[config.mk]
export PLATFORM = sky130hd
export DESIGN_NAME = gregorian_date_add_and_diff_top
export DESIGN_NICKNAME = d
export VERILOG_FILES = /design/src/rtl/gdad_pkg.sv /design/src/rtl/gdad_daynum.sv /design/src/rtl/gdad_civil.sv /design/src/rtl/gregorian_date_add_and_diff_top.sv
export SDC_FILE = /design/constraint.sdc
export NUM_CORES = 2
export LEC_CHECK = 0
export ABC_AREA = 1
export BUFFER_PORTS_ARGS = -buffer_cell sky130_fd_sc_hd__buf_2
export CORE_MARGIN = 4
export CORE_UTILIZATION = 40
export CTS_CLUSTER_DIAMETER = 120
export CTS_CLUSTER_SIZE = 16
export DETAILED_ROUTE_END_ITERATION = 8
export PLACE_DENSITY = 0.57
export SYNTH_ARGS = -nofsm -noshare
export SYNTH_HDL_FRONTEND = slang
export SYNTH_SLANG_ARGS = --single-unit
[constraint.sdc]
create_clock -name clk -period 30.5 [get_ports clk]
set_input_delay 0 -clock clk [delete_from_list [all_inputs] [get_ports clk]]
set_output_delay 0 -clock clk [all_outputs]
set_load 0.05 [all_outputs]
[src/rtl/gdad_pkg.sv]
// ----------------------------------------------------------------------------
// gdad_pkg
// Types, constants and calendar tables shared by the date add/diff pipeline.
// ----------------------------------------------------------------------------
package gdad_pkg;

	localparam logic [13:0] MAX_YEAR    = 14'd9999;
	localparam logic [21:0] LAST_DAYNUM = 22'd3652058;
	// ceil(2^32 * 400 / 146097): years elapsed from a day number
	localparam logic [23:0] YEAR_RECIP  = 24'd11759222;
	// 5243 / 2^19 ~ 1/100, exact for values below 16384
	localparam logic [12:0] HUND_RECIP  = 13'd5243;
	localparam int unsigned HUND_SHIFT  = 19;

	typedef struct packed {
		logic [13:0] year;
		logic [3:0]  month;
		logic [4:0]  day;
	} date_t;

	typedef struct packed {
		logic        inv;
		logic        oor;
		logic [22:0] diff;
		logic        later;
		logic        eq;
	} side_t;

	// Days in the year before the first of month m
	function automatic logic [8:0] days_before(input logic [3:0] m, input logic lp);
		logic [8:0] d;
		begin
			case (m)
				4'd1:    d = 9'd0;
				4'd2:    d = 9'd31;
				4'd3:    d = 9'd59;
				4'd4:    d = 9'd90;
				4'd5:    d = 9'd120;
				4'd6:    d = 9'd151;
				4'd7:    d = 9'd181;
				4'd8:    d = 9'd212;
				4'd9:    d = 9'd243;
				4'd10:   d = 9'd273;
				4'd11:   d = 9'd304;
				4'd12:   d = 9'd334;
				default: d = 9'd0;
			endcase
			if (lp && m > 4'd2 && m <= 4'd12) begin
				d = d + 9'd1;
			end
			return d;
		end
	endfunction

	// Length of month m; zero for a month code that means nothing
	function automatic logic [4:0] month_len(input logic [3:0] m, input logic lp);
		logic [4:0] l;
		begin
			case (m)
				4'd1, 4'd3, 4'd5, 4'd7, 4'd8, 4'd10, 4'd12: l = 5'd31;
				4'd4, 4'd6, 4'd9, 4'd11:                    l = 5'd30;
				4'd2:                                       l = lp ? 5'd29 : 5'd28;
				default:                                    l = 5'd0;
			endcase
			return l;
		end
	endfunction

endpackage

[src/rtl/gdad_daynum.sv]
// ----------------------------------------------------------------------------
// gdad_daynum
// Three-stage conversion of a calendar date to a day number from 0001-01-01,
// with a date check.
// ----------------------------------------------------------------------------
module gdad_daynum (
	input  logic        clk,
	input  logic        en,
	input  logic [13:0] year,
	input  logic [3:0]  month,
	input  logic [4:0]  day,
	output logic [21:0] daynum,
	output logic        ok
);
	import gdad_pkg::*;

	logic [13:0] y_s1;
	logic [3:0]  m_s1;
	logic [4:0]  d_s1;
	logic [26:0] yq_s1;

	logic [7:0]  h;
	logic [14:0] hund;
	logic        cent;
	logic        leap;
	logic [13:0] p;
	logic [4:0]  mlen;

	logic [22:0] p365_s2;
	logic [11:0] p4_s2;
	logic [7:0]  ph_s2;
	logic [8:0]  cd_s2;
	logic        ok_s2;

	logic [22:0] n;
	logic [21:0] n_s3;
	logic        ok_s3;

	// Stage 1: hold the date, scale the year toward year/100
	always_ff @(posedge clk) begin
		if (en) begin
			y_s1  <= year;
			m_s1  <= month;
			d_s1  <= day;
			yq_s1 <= 27'(year) * 27'(HUND_RECIP);
		end
	end

	// Leap rule and date check from year/100
	assign h    = yq_s1[HUND_SHIFT +: 8];
	assign hund = {1'b0, h, 6'b0} + {2'b0, h, 5'b0} + {5'b0, h, 2'b0};
	assign cent = ({1'b0, y_s1} == hund);
	assign leap = ((y_s1[1:0] == 2'b00) && !cent) || (cent && (h[1:0] == 2'b00));
	assign p    = y_s1 - 14'd1;
	assign mlen = month_len(m_s1, leap);

	// Stage 2: whole years in days, day of year
	always_ff @(posedge clk) begin
		if (en) begin
			p365_s2 <= 23'(p) * 23'd365;
			p4_s2   <= p[13:2];
			ph_s2   <= h - 8'(cent);
			cd_s2   <= days_before(m_s1, leap) + 9'(d_s1) - 9'd1;
			ok_s2   <= (y_s1 >= 14'd1) && (y_s1 <= MAX_YEAR) && (d_s1 >= 5'd1)
				&& (d_s1 <= mlen);
		end
	end

	// Stage 3: add the leap corrections
	assign n = p365_s2 + 23'(p4_s2) + 23'(ph_s2[7:2]) - 23'(ph_s2) + 23'(cd_s2);

	always_ff @(posedge clk) begin
		if (en) begin
			n_s3  <= n[21:0];
			ok_s3 <= ok_s2;
		end
	end

	assign daynum = n_s3;
	assign ok     = ok_s3;

endmodule

[src/rtl/gdad_civil.sv]
// ----------------------------------------------------------------------------
// gdad_civil
// Four-stage conversion of a day number back to year, month and day.
// ----------------------------------------------------------------------------
module gdad_civil (
	input  logic                 clk,
	input  logic                 en,
	input  logic [21:0]          daynum,
	output gdad_pkg::date_t      date
);
	import gdad_pkg::*;

	logic [21:0] sp2;
	logic [45:0] prod;

	logic [13:0] e_s5;
	logic [21:0] s_s5;

	logic [22:0] e365_s6;
	logic [26:0] eh_s6;
	logic [13:0] e_s6;
	logic [21:0] s_s6;

	logic [7:0]  h;
	logic [14:0] hund;
	logic [6:0]  m100;
	logic [6:0]  m1;
	logic [7:0]  h1;
	logic [13:0] e1;
	logic        wrap;
	logic        leap0;
	logic        leap1;
	logic [22:0] start;

	logic [22:0] start_s7;
	logic        leap0_s7;
	logic        leap1_s7;
	logic [13:0] e_s7;
	logic [21:0] s_s7;

	logic        back;
	logic [22:0] r;

	logic [13:0] year_s8;
	logic [8:0]  r_s8;
	logic        lp_s8;

	logic [3:0]  mon;
	logic [8:0]  dd;

	// Stage 5: estimate years elapsed, never low and at most one high
	assign sp2  = daynum + 22'd2;
	assign prod = 46'(sp2) * 46'(YEAR_RECIP);

	always_ff @(posedge clk) begin
		if (en) begin
			e_s5 <= prod[45:32];
			s_s5 <= daynum;
		end
	end

	// Stage 6: scale the estimate
	always_ff @(posedge clk) begin
		if (en) begin
			e365_s6 <= 23'(e_s5) * 23'd365;
			eh_s6   <= 27'(e_s5) * 27'(HUND_RECIP);
			e_s6    <= e_s5;
			s_s6    <= s_s5;
		end
	end

	// Start of year e+1 for the estimate e, leap flags for years e and e+1
	assign h     = eh_s6[HUND_SHIFT +: 8];
	assign hund  = {1'b0, h, 6'b0} + {2'b0, h, 5'b0} + {5'b0, h, 2'b0};
	assign m100  = 7'({1'b0, e_s6} - hund);
	assign start = e365_s6 + 23'(e_s6[13:2]) - 23'(h) + 23'(h[7:2]);
	assign leap0 = ((e_s6[1:0] == 2'b00) && (m100 != 7'd0))
		|| ((m100 == 7'd0) && (h[1:0] == 2'b00));
	assign e1    = e_s6 + 14'd1;
	assign wrap  = (m100 == 7'd99);
	assign m1    = wrap ? 7'd0 : m100 + 7'd1;
	assign h1    = wrap ? h + 8'd1 : h;
	assign leap1 = ((e1[1:0] == 2'b00) && (m1 != 7'd0))
		|| ((m1 == 7'd0) && (h1[1:0] == 2'b00));

	// Stage 7: hold year start and leap flags
	always_ff @(posedge clk) begin
		if (en) begin
			start_s7 <= start;
			leap0_s7 <= leap0;
			leap1_s7 <= leap1;
			e_s7     <= e_s6;
			s_s7     <= s_s6;
		end
	end

	// Step back one year when the estimate overshoots
	assign back = ({1'b0, s_s7} < start_s7);
	assign r    = back ? {1'b0, s_s7} - start_s7 + 23'd365 + 23'(leap0_s7)
		: {1'b0, s_s7} - start_s7;

	// Stage 8: year and day of year
	always_ff @(posedge clk) begin
		if (en) begin
			year_s8 <= back ? e_s7 : e_s7 + 14'd1;
			r_s8    <= r[8:0];
			lp_s8   <= back ? leap0_s7 : leap1_s7;
		end
	end

	// Month by parallel compares against month starts
	always_comb begin
		mon = 4'd1;
		for (int k = 2; k <= 12; k++) begin
			if (r_s8 >= days_before(4'(k), lp_s8)) begin
				mon = 4'(k);
			end
		end
	end

	assign dd         = r_s8 - days_before(mon, lp_s8) + 9'd1;
	assign date.year  = year_s8;
	assign date.month = mon;
	assign date.day   = dd[4:0];

endmodule

[src/rtl/gregorian_date_add_and_diff_top.sv]
// Throughput: one request per cycle while the output is not stalled; each stage is a register of the pipeline.
// A stalled output holds the whole pipeline; nothing is dropped or repeated.
// Reset (arst_n, asynchronous, active low) clears the valid bits only.
// ----------------------------------------------------------------------------
// gregorian_date_add_and_diff_top
// Shifts a Gregorian date by a signed day count and measures the signed
// distance in days to a second date.
// ----------------------------------------------------------------------------
module gregorian_date_add_and_diff_top #(
	parameter int OFFSET_BITS = 20
) (
	input  logic                          clk,
	input  logic                          arst_n,
	input  logic                          in_valid,
	output logic                          in_stall,
	input  logic [13:0]                   year_in,
	input  logic [3:0]                    month_in,
	input  logic [4:0]                    day_in,
	input  logic signed [OFFSET_BITS-1:0] offset_days,
	input  logic [13:0]                   other_year,
	input  logic [3:0]                    other_month,
	input  logic [4:0]                    other_day,
	output logic                          out_valid,
	input  logic                          out_stall,
	output logic [13:0]                   sum_year,
	output logic [3:0]                    sum_month,
	output logic [4:0]                    sum_day,
	output logic                          sum_out_of_range,
	output logic signed [22:0]            day_difference,
	output logic                          first_later,
	output logic                          dates_equal,
	output logic                          input_invalid
);
	import gdad_pkg::*;

	localparam int SW = ((OFFSET_BITS > 23) ? OFFSET_BITS : 23) + 1;
	localparam logic signed [SW-1:0] LAST_S = SW'(LAST_DAYNUM);

	logic        adv;
	logic [8:1]  vld_q;
	logic        out_valid_q;

	logic signed [OFFSET_BITS-1:0] off_s1;
	logic signed [OFFSET_BITS-1:0] off_s2;
	logic signed [OFFSET_BITS-1:0] off_s3;

	logic [21:0] n1;
	logic [21:0] n2;
	logic        ok1;
	logic        ok2;

	logic signed [SW-1:0] sum_w;
	logic        oor;
	side_t       side_s4;
	side_t       side_s5;
	side_t       side_s6;
	side_t       side_s7;
	side_t       side_s8;
	logic [21:0] s_s4;

	date_t       date;

	logic [13:0] sum_year_q;
	logic [3:0]  sum_month_q;
	logic [4:0]  sum_day_q;
	logic        oor_q;
	logic [22:0] diff_q;
	logic        later_q;
	logic        eq_q;
	logic        inv_q;

	// Advance everything unless a finished result is held
	assign adv      = !out_valid_q || !out_stall;
	assign in_stall = !adv;

	// Valid bits travel with the data
	always_ff @(posedge clk or negedge arst_n) begin
		if (!arst_n) begin
			vld_q       <= '0;
			out_valid_q <= 1'b0;
		end else if (adv) begin
			vld_q       <= {vld_q[7:1], in_valid};
			out_valid_q <= vld_q[8];
		end
	end

	// Carry the offset alongside the day number conversion
	always_ff @(posedge clk) begin
		if (adv) begin
			off_s1 <= offset_days;
			off_s2 <= off_s1;
			off_s3 <= off_s2;
		end
	end

	gdad_daynum u_first (
		.clk    (clk),
		.en     (adv),
		.year   (year_in),
		.month  (month_in),
		.day    (day_in),
		.daynum (n1),
		.ok     (ok1)
	);

	gdad_daynum u_other (
		.clk    (clk),
		.en     (adv),
		.year   (other_year),
		.month  (other_month),
		.day    (other_day),
		.daynum (n2),
		.ok     (ok2)
	);

	// Shifted day number, range check, difference
	assign sum_w = SW'($signed({1'b0, n1})) + SW'(off_s3);
	assign oor   = (sum_w < 0) || (sum_w > LAST_S);

	always_ff @(posedge clk) begin
		if (adv) begin
			s_s4          <= sum_w[21:0];
			side_s4.inv   <= !(ok1 && ok2);
			side_s4.oor   <= oor;
			side_s4.diff  <= 23'(n1) - 23'(n2);
			side_s4.later <= (n1 > n2);
			side_s4.eq    <= (n1 == n2);
			side_s5       <= side_s4;
			side_s6       <= side_s5;
			side_s7       <= side_s6;
			side_s8       <= side_s7;
		end
	end

	gdad_civil u_civil (
		.clk    (clk),
		.en     (adv),
		.daynum (s_s4),
		.date   (date)
	);

	// Output register: zero the fields that do not apply
	always_ff @(posedge clk) begin
		if (adv) begin
			inv_q <= side_s8.inv;
			if (side_s8.inv) begin
				sum_year_q  <= '0;
				sum_month_q <= '0;
				sum_day_q   <= '0;
				oor_q       <= 1'b0;
				diff_q      <= '0;
				later_q     <= 1'b0;
				eq_q        <= 1'b0;
			end else begin
				oor_q   <= side_s8.oor;
				diff_q  <= side_s8.diff;
				later_q <= side_s8.later;
				eq_q    <= side_s8.eq;
				if (side_s8.oor) begin
					sum_year_q  <= '0;
					sum_month_q <= '0;
					sum_day_q   <= '0;
				end else begin
					sum_year_q  <= date.year;
					sum_month_q <= date.month;
					sum_day_q   <= date.day;
				end
			end
		end
	end

	assign out_valid        = out_valid_q;
	assign sum_year         = sum_year_q;
	assign sum_month        = sum_month_q;
	assign sum_day          = sum_day_q;
	assign sum_out_of_range = oor_q;
	assign day_difference   = diff_q;
	assign first_later      = later_q;
	assign dates_equal      = eq_q;
	assign input_invalid    = inv_q;

	// Invalid input clears the difference fields
	a_inv_clears: assert property (@(posedge clk) disable iff (!arst_n)
		out_valid && input_invalid |-> day_difference == 0 && !first_later && !dates_equal)
		else $error("invalid input left difference fields set");

	// Later and equal never both
	a_later_eq: assert property (@(posedge clk) disable iff (!arst_n)
		out_valid |-> !(first_later && dates_equal))
		else $error("first_later and dates_equal both set");

	// Out of range sum carries a zero date
	a_oor_zero: assert property (@(posedge clk) disable iff (!arst_n)
		out_valid && sum_out_of_range |-> sum_year == 0 && sum_month == 0 && sum_day == 0)
		else $error("out of range sum with nonzero date");

	// A valid sum is a real calendar position
	a_sum_ok: assert property (@(posedge clk) disable iff (!arst_n)
		out_valid && !input_invalid && !sum_out_of_range |->
		sum_month >= 4'd1 && sum_month <= 4'd12 && sum_day >= 5'd1 && sum_year >= 14'd1)
		else $error("sum date out of calendar");

endmodule

# After elaboration in Yosys (flattened, before gate mapping)
# Memory sizes are Yosys's and may differ from the RTL's. A register that Yosys moved wholly into a read port is not among the register bits.
# Index checks and enable logic that the tools add are counted.
# totals
regBits,733
latchBits,0
ram_bits,0
romBits,432
out_inout_bits,52
mem_count,3
# op_classes
n_addsub,41
n_mul,7
n_div,0
order_cmp,29
n_eq_ne,28
shift,0
n_mux,39
bitwise_logic,0
reduce_logical,50
# mem_list
name,words,word_bits,rd,rd_ports_with_merged_regs,write_ports,line,text
(no name shown),16,9,1,0,0,gdad_pkg.sv:33,case (m)
(no name shown),16,9,1,1,0,gdad_pkg.sv:33,
(no name shown),16,9,1,1,0,gdad_pkg.sv:33,
# ops
op,n
multiplier 14 x 13 -> 27 bit (second input constant),3
2-to-1 mux 9 bit,7
2-to-1 mux 4 bit,13
multiplier 22 x 23 -> 45 bit (second input constant),1
adder 22 x 12 -> 22 bit,2
adder 22 x 6 -> 22 bit,2
adder 22 x 9 -> 22 bit,2
multiplier 14 x 9 -> 22 bit (second input constant),2
subtractor 22 x 8 -> 22 bit,2
equality test 4 bit (second input constant),10
>= comparator 9 x 8 -> 1 bit,4
equality test 4 x 3 -> 1 bit (second input constant),8
adder 14 x 13 -> 15 bit,2
adder 15 x 10 -> 15 bit,2
equality test 14 x 15 -> 1 bit,2
case mux 5 bit (3 select lines),2
>= comparator 14 x 1 -> 1 bit (second input constant),2
less-or-equal comparator 14 bit (second input constant),2
subtractor 14 x 1 -> 14 bit (second input constant),2
>= comparator 9 bit,3
adder 23 x 20 -> 24 bit,1
greater-than comparator 24 x 23 -> 1 bit (second input constant),1
< comparator 24 x 1 -> 1 bit (second input constant),1
adder 23 x 12 -> 23 bit,1
47 further kinds,117

# Logic depth before layout (Yosys ltp)
# depth
word_depth,18
depth_mapped,36

# Cells and area by module
# A second synthesis with hierarchy kept.
# hier_totals
cells_unflattened,6549
area_unflattened_um2,64757.1
# modules_own_cells
mod,instances,cells_each,area_each_um2,seq_area_each_um2
gdad_civil,1,2674,25608.3,5585.4
gdad_daynum (u_first),1,1432,13604.3,3363.2
gdad_daynum (u_other),1,1412,13565.5,3363.2
gregorian_date_add_and_diff_top,1,1031,11979.0,8242.9

# Worst setup path after synthesis
# No wires, ideal clock.
# synth_path
kind,register to register
from,"register out_valid_q, in the netlist out_valid"
to,register vld_q[2] in the netlist's numbering
t_arrival_ns,19.529
path_slack_ns,10.038
stages_incl_launch_ff,5
n_path_buf,2
period_less_slack_ns,20.462
cell_sequence,dfrtp_1 > nand2_1 > clkbuf_1 > clkbuf_1 > o21ai_0
# synth_via
elab_chain_cells,2
# synth_lines
item,line,text
start: declaration,gregorian_date_add_and_diff_top.sv:41,logic out_valid_q;
start signal: assignment,gregorian_date_add_and_diff_top.sv:83,out_valid_q <= vld_q[8];
logical NOT 1 bit,gregorian_date_add_and_diff_top.sv:73,assign adv = !out_valid_q || !out_stall;
logical OR 1 bit,gregorian_date_add_and_diff_top.sv:73,
end signal: assignment,gregorian_date_add_and_diff_top.sv:82,"vld_q <= {vld_q[7:1], in_valid};"
end: declaration,gregorian_date_add_and_diff_top.sv:40,logic [8:1] vld_q;
# No other way between the ends.
# A chain may end at the register's enable or synchronous reset.

# Worst setup path after layout
# layout_path
from,register s_s4[1]
to,register u_civil.e_s5[11] (data pin)
# layout_via
elab_chain_cells,2
# layout_lines
item,line,text
start: declaration,gregorian_date_add_and_diff_top.sv:59,logic [21:0] s_s4;
start signal: assignment,gregorian_date_add_and_diff_top.sv:122,s_s4 <= sum_w[21:0];
adder 22 x 2 -> 22 bit,gdad_civil.sv:52,assign sp2 = daynum + 22'd2;
multiplier 22 x 23 -> 45 bit,gdad_civil.sv:53,assign prod = 46'(sp2) * 46'(YEAR_RECIP);
net u_civil.prod[43],gdad_civil.sv:14,logic [45:0] prod;
end signal: assignment,gdad_civil.sv:57,e_s5 <= prod[45:32];
end: declaration,gdad_civil.sv:16,logic [13:0] e_s5;
# The timed path passes the listed nets, and every way through them passes these cells.

==> key figures <==
Run status
  • Run status: finished clean

Global routing
  • Initial antenna violation count: 3
  • Gr ovfl total: 0
  • Total GRT Usage: 17.4%
  • Largest net degree at the start of global routing: about 190
  • Vias in the first global route: around 43000
  • First-pass GRT wire length: about 230000 µm

Synthesis
  • Area leader, netlist: edfxtp_1
  • Post-synthesis sequential area ratio: about 33%
  • Synth area leaders: edfxtp_1, fa_1, ha_1, inv_1, nand2_1
  • Top FF cell, synth: edfxtp_1
  • Netlist cell types: a little over 70
  • Net Count, Synth: about 8000
  • Synthesized flop and latch total: roughly 700
  • YS warnings: 0
  • Post-Syn Instances: 6139
  • Synth top area share: a little under a third
  • Netlist Area Pre-Place: around 63000 µm²
  • Number of flops mapped to enable cells by yosys: roughly 670
  • Synthesized area per cell: 10.3 µm²
  • Ys async rst share: around 1.3%

Timing
  • RSZ-0062 raised after global routing: false
  • Setup TNS: 0 ns
  • Slew @ Worst Pin: between 1 and 1.5 ns
  • Slew headroom: 6.83%
  • Number of slew-limit violations in the final report: 0
  • Hold Violations, Final: 0
  • Final period util: 28.4%
  • # setup viols final: 0
  • Post-layout min period: approximately 8.7 ns
  • Fmax: roughly 120 MHz
  • Clk_skew: ~0.031 ns

Worst setup path
  • Crit. End Element: register
  • Slowest CP cell: fa_1
  • Arrival @ worst endpoint: around 9.0 ns
  • CP required: between 30 and 40 ns
  • Critical setup path kind: register to register
  • R2r setup slk: between 20 and 25 ns
  • Max FO, Critical Path: 8
  • CP max stage delay: approximately 0.55 ns
  • Worst setup SP type: register
  • Crit-path most repeated cell: inv_1

Drt
  • Initial drt markers: slightly below 2000
  • Post-route ant nets: 0
  • Mean number of vias per cell: between 4 and 5
  • Routed len/inst: ~16 µm
  • DRT Pass-1 Iters: 5
  • Routed wire length: 139000 µm
  • Via count: between 40000 and 50000
  • Drc violations: 0

Floorplan
  • Full die area: around 160000 µm²
  • Core footprint: 156000 µm²
  • Die height: 405 µm
  • IO Pins: 122
  • Die width: roughly 400 µm
  • Starting Density: between 40% and 50%
  • Standard-cell rows: 145

Finish
  • Fill count: roughly 15000
  • Area grow syn2layout: 8.53%
  • Final nets: 8024
  • Share of layout cells above drive strength 1: 4.04%

Run
  • Max-Cap Viols: 0

Clocking
  • CTS tree: yes
  • Clock Pin Slew Worst Setup and Hold Paths: around 0.07 ns
  • Clock H-tree levels: 2
  • Post-CTS Repair Setup Buffers: 0
  • CTS buffer count: 50
  • Sink Count: 692
  • Worst skew pair latency: around 0.65 ns
  • CTS Root Buffer Type: clkbuf_16
  • Clk buf depth: 3

Placed design
  • Port Buf Inserts: approximately 120
  • DP Wirelength: 118000 µm
  • Placer Congestion: between 0.8 and 0.9

Min path
  • HP Class: input pin to register
[cells in the mapped netlist (7+ instances only)]
cell type and count:
a211oi_1 11, a21boi_1 8, a21o_1 29, a21oi_1 297
a31oi_1 33, clkbuf_1 7, dfrtp_1 9, dfxtp_1 18
edfxtp_1 665, fa_1 608, ha_1 965, inv_1 1570
nand2_1 668, nand2_2 12, nand3_1 169, nand3_2 7
nand3b_1 8, nand4_1 60, nor2_1 274, nor3_1 51
nor3_2 8, nor4_1 22, o211ai_1 10, o21a_1 12
o21ai_0 156, o21ai_1 20, o21bai_1 20, or2_2 14
xnor2_1 96, xor2_1 222
[final timing paths]
| path | from | to | cells past startpoint |
|---|---|---|---|
| worst max-delay path | s_s4[1]$_DFFE_PN_ | u_civil.e_s5[11]$_DFFE_PN_ | 35 |
| worst min-delay path | other_day[3] | u_other.d_s1[3]$_DFFE_PN_ | 2 |
| worst max register to register | s_s4[1]$_DFFE_PN_ | u_civil.e_s5[11]$_DFFE_PN_ | 35 |
| worst min register to register | side_s6[21]$_DFFE_PN_ | side_s7[21]$_DFFE_PN_ | 0 |
| max in group asynchronous | arst_n | vld_q[1]$_DFFE_PN0N_ | 3 |
| min in group asynchronous | arst_n | vld_q[2]$_DFFE_PN0N_ | 3 |
[stage by stage]
stage | instances | util, % | worst slack [ns] | cell area [µm²] | hold WS (ns)
floorplan | 6139 | - | 10.04 | 63100 | -0.296
global placement | 8316 | 42.4 | 21.87 | 66300 | -0.140
detailed placement | 8316 | 42.4 | 21.86 | 66300 | -0.138
CTS | 8461 | 43.8 | 21.80 | 68400 | 0.00701
global route | 8462 | 43.8 | 21.19 | 68400 | 0.0372
finish | 8464 | 43.8 | 21.84 | 68400 | 0.0659
[sequential cells by signal, indices dropped and copies added, names as in the netlist, 23 cells and up, named ones only]
name and flops:
u_civil.start_s7 23, side_s4 27, side_s6 27, side_s7 27, side_s5 27, day_difference 23
side_s8 27
[layout by cell type (no fill, tap or decap), types with 18 or more instances in the layout]
master / n
xor2_1: 222
a31oi_1: 33
buf_2: 121
nor3_1: 51
nor2_1: 274
o21ai_1: 20
a21o_1: 29
o21bai_1: 20
a21oi_1: 297
o21ai_0: 156
dfxtp_1: 18
nor4_1: 22
ha_1: 965
nand3_1: 169
dlygate4sd3_1: 71
inv_1: 1570
xnor2_1: 96
nand4_1: 60
edfxtp_1: 665
clkbuf_16: 52
nand2_1: 667
fa_1: 608
[cells by family after synthesis]
| logic type | synth area share [%] |
|---|---|
| fa+ha+maj | 38.5 |
| simple gates | 9.05 |
| flops | 32.6 |
| mux | 0.0476 |
| xor+xnor | 4.47 |
| compound gates | 5.94 |
| buf+inv | 9.45 |
[critical path, delay by kind of cell (launching register included)]
| family | cells | cell delay [ns] |
|---|---|---|
| AO/OA/AOI/OAI | 4 | 0.82 |
| XOR/XNOR | 3 | 0.78 |
| adder cells (fa/ha/maj) | 10 | 3.84 |
| buffers and inverters | 8 | 0.70 |
| flip-flops | 1 | 0.52 |
| AND/OR/NAND/NOR | 10 | 1.74 |
[layout make-up]
class                      count  area, µm²  area share, %
antenna                        3       7.51         0.0110
clock buffer                  69       1380           2.01
clock inverter                 5       65.1         0.0951
inverter                    1572       5900           8.62
multi-input combinational   3863      36600           53.4
sequential                   692      20600           30.0
tap                         2058       2570           3.76
timing repair buffer         202       1400           2.05
[layer usage]
layer	routed length [µm]	vias to the layer above	GRT usage (%)
met5	0	-	0
met4	3350	0	3.87
met3	4560	134	1.79
met2	66800	650	30.1
met1	64000	19600	23.7
li1	-	20300	-
[what timing repair did]
item / in CTS / in global routing
gates resized for setup: 0 / 0
hold buffers: 71 / 0
hold endpoints to repair: 127 / 0
endpoints found under the setup margin: 0 / 0
Power is not shown: default switching activity piles up to over one toggle a cycle in this logic, so the estimate is an artifact.
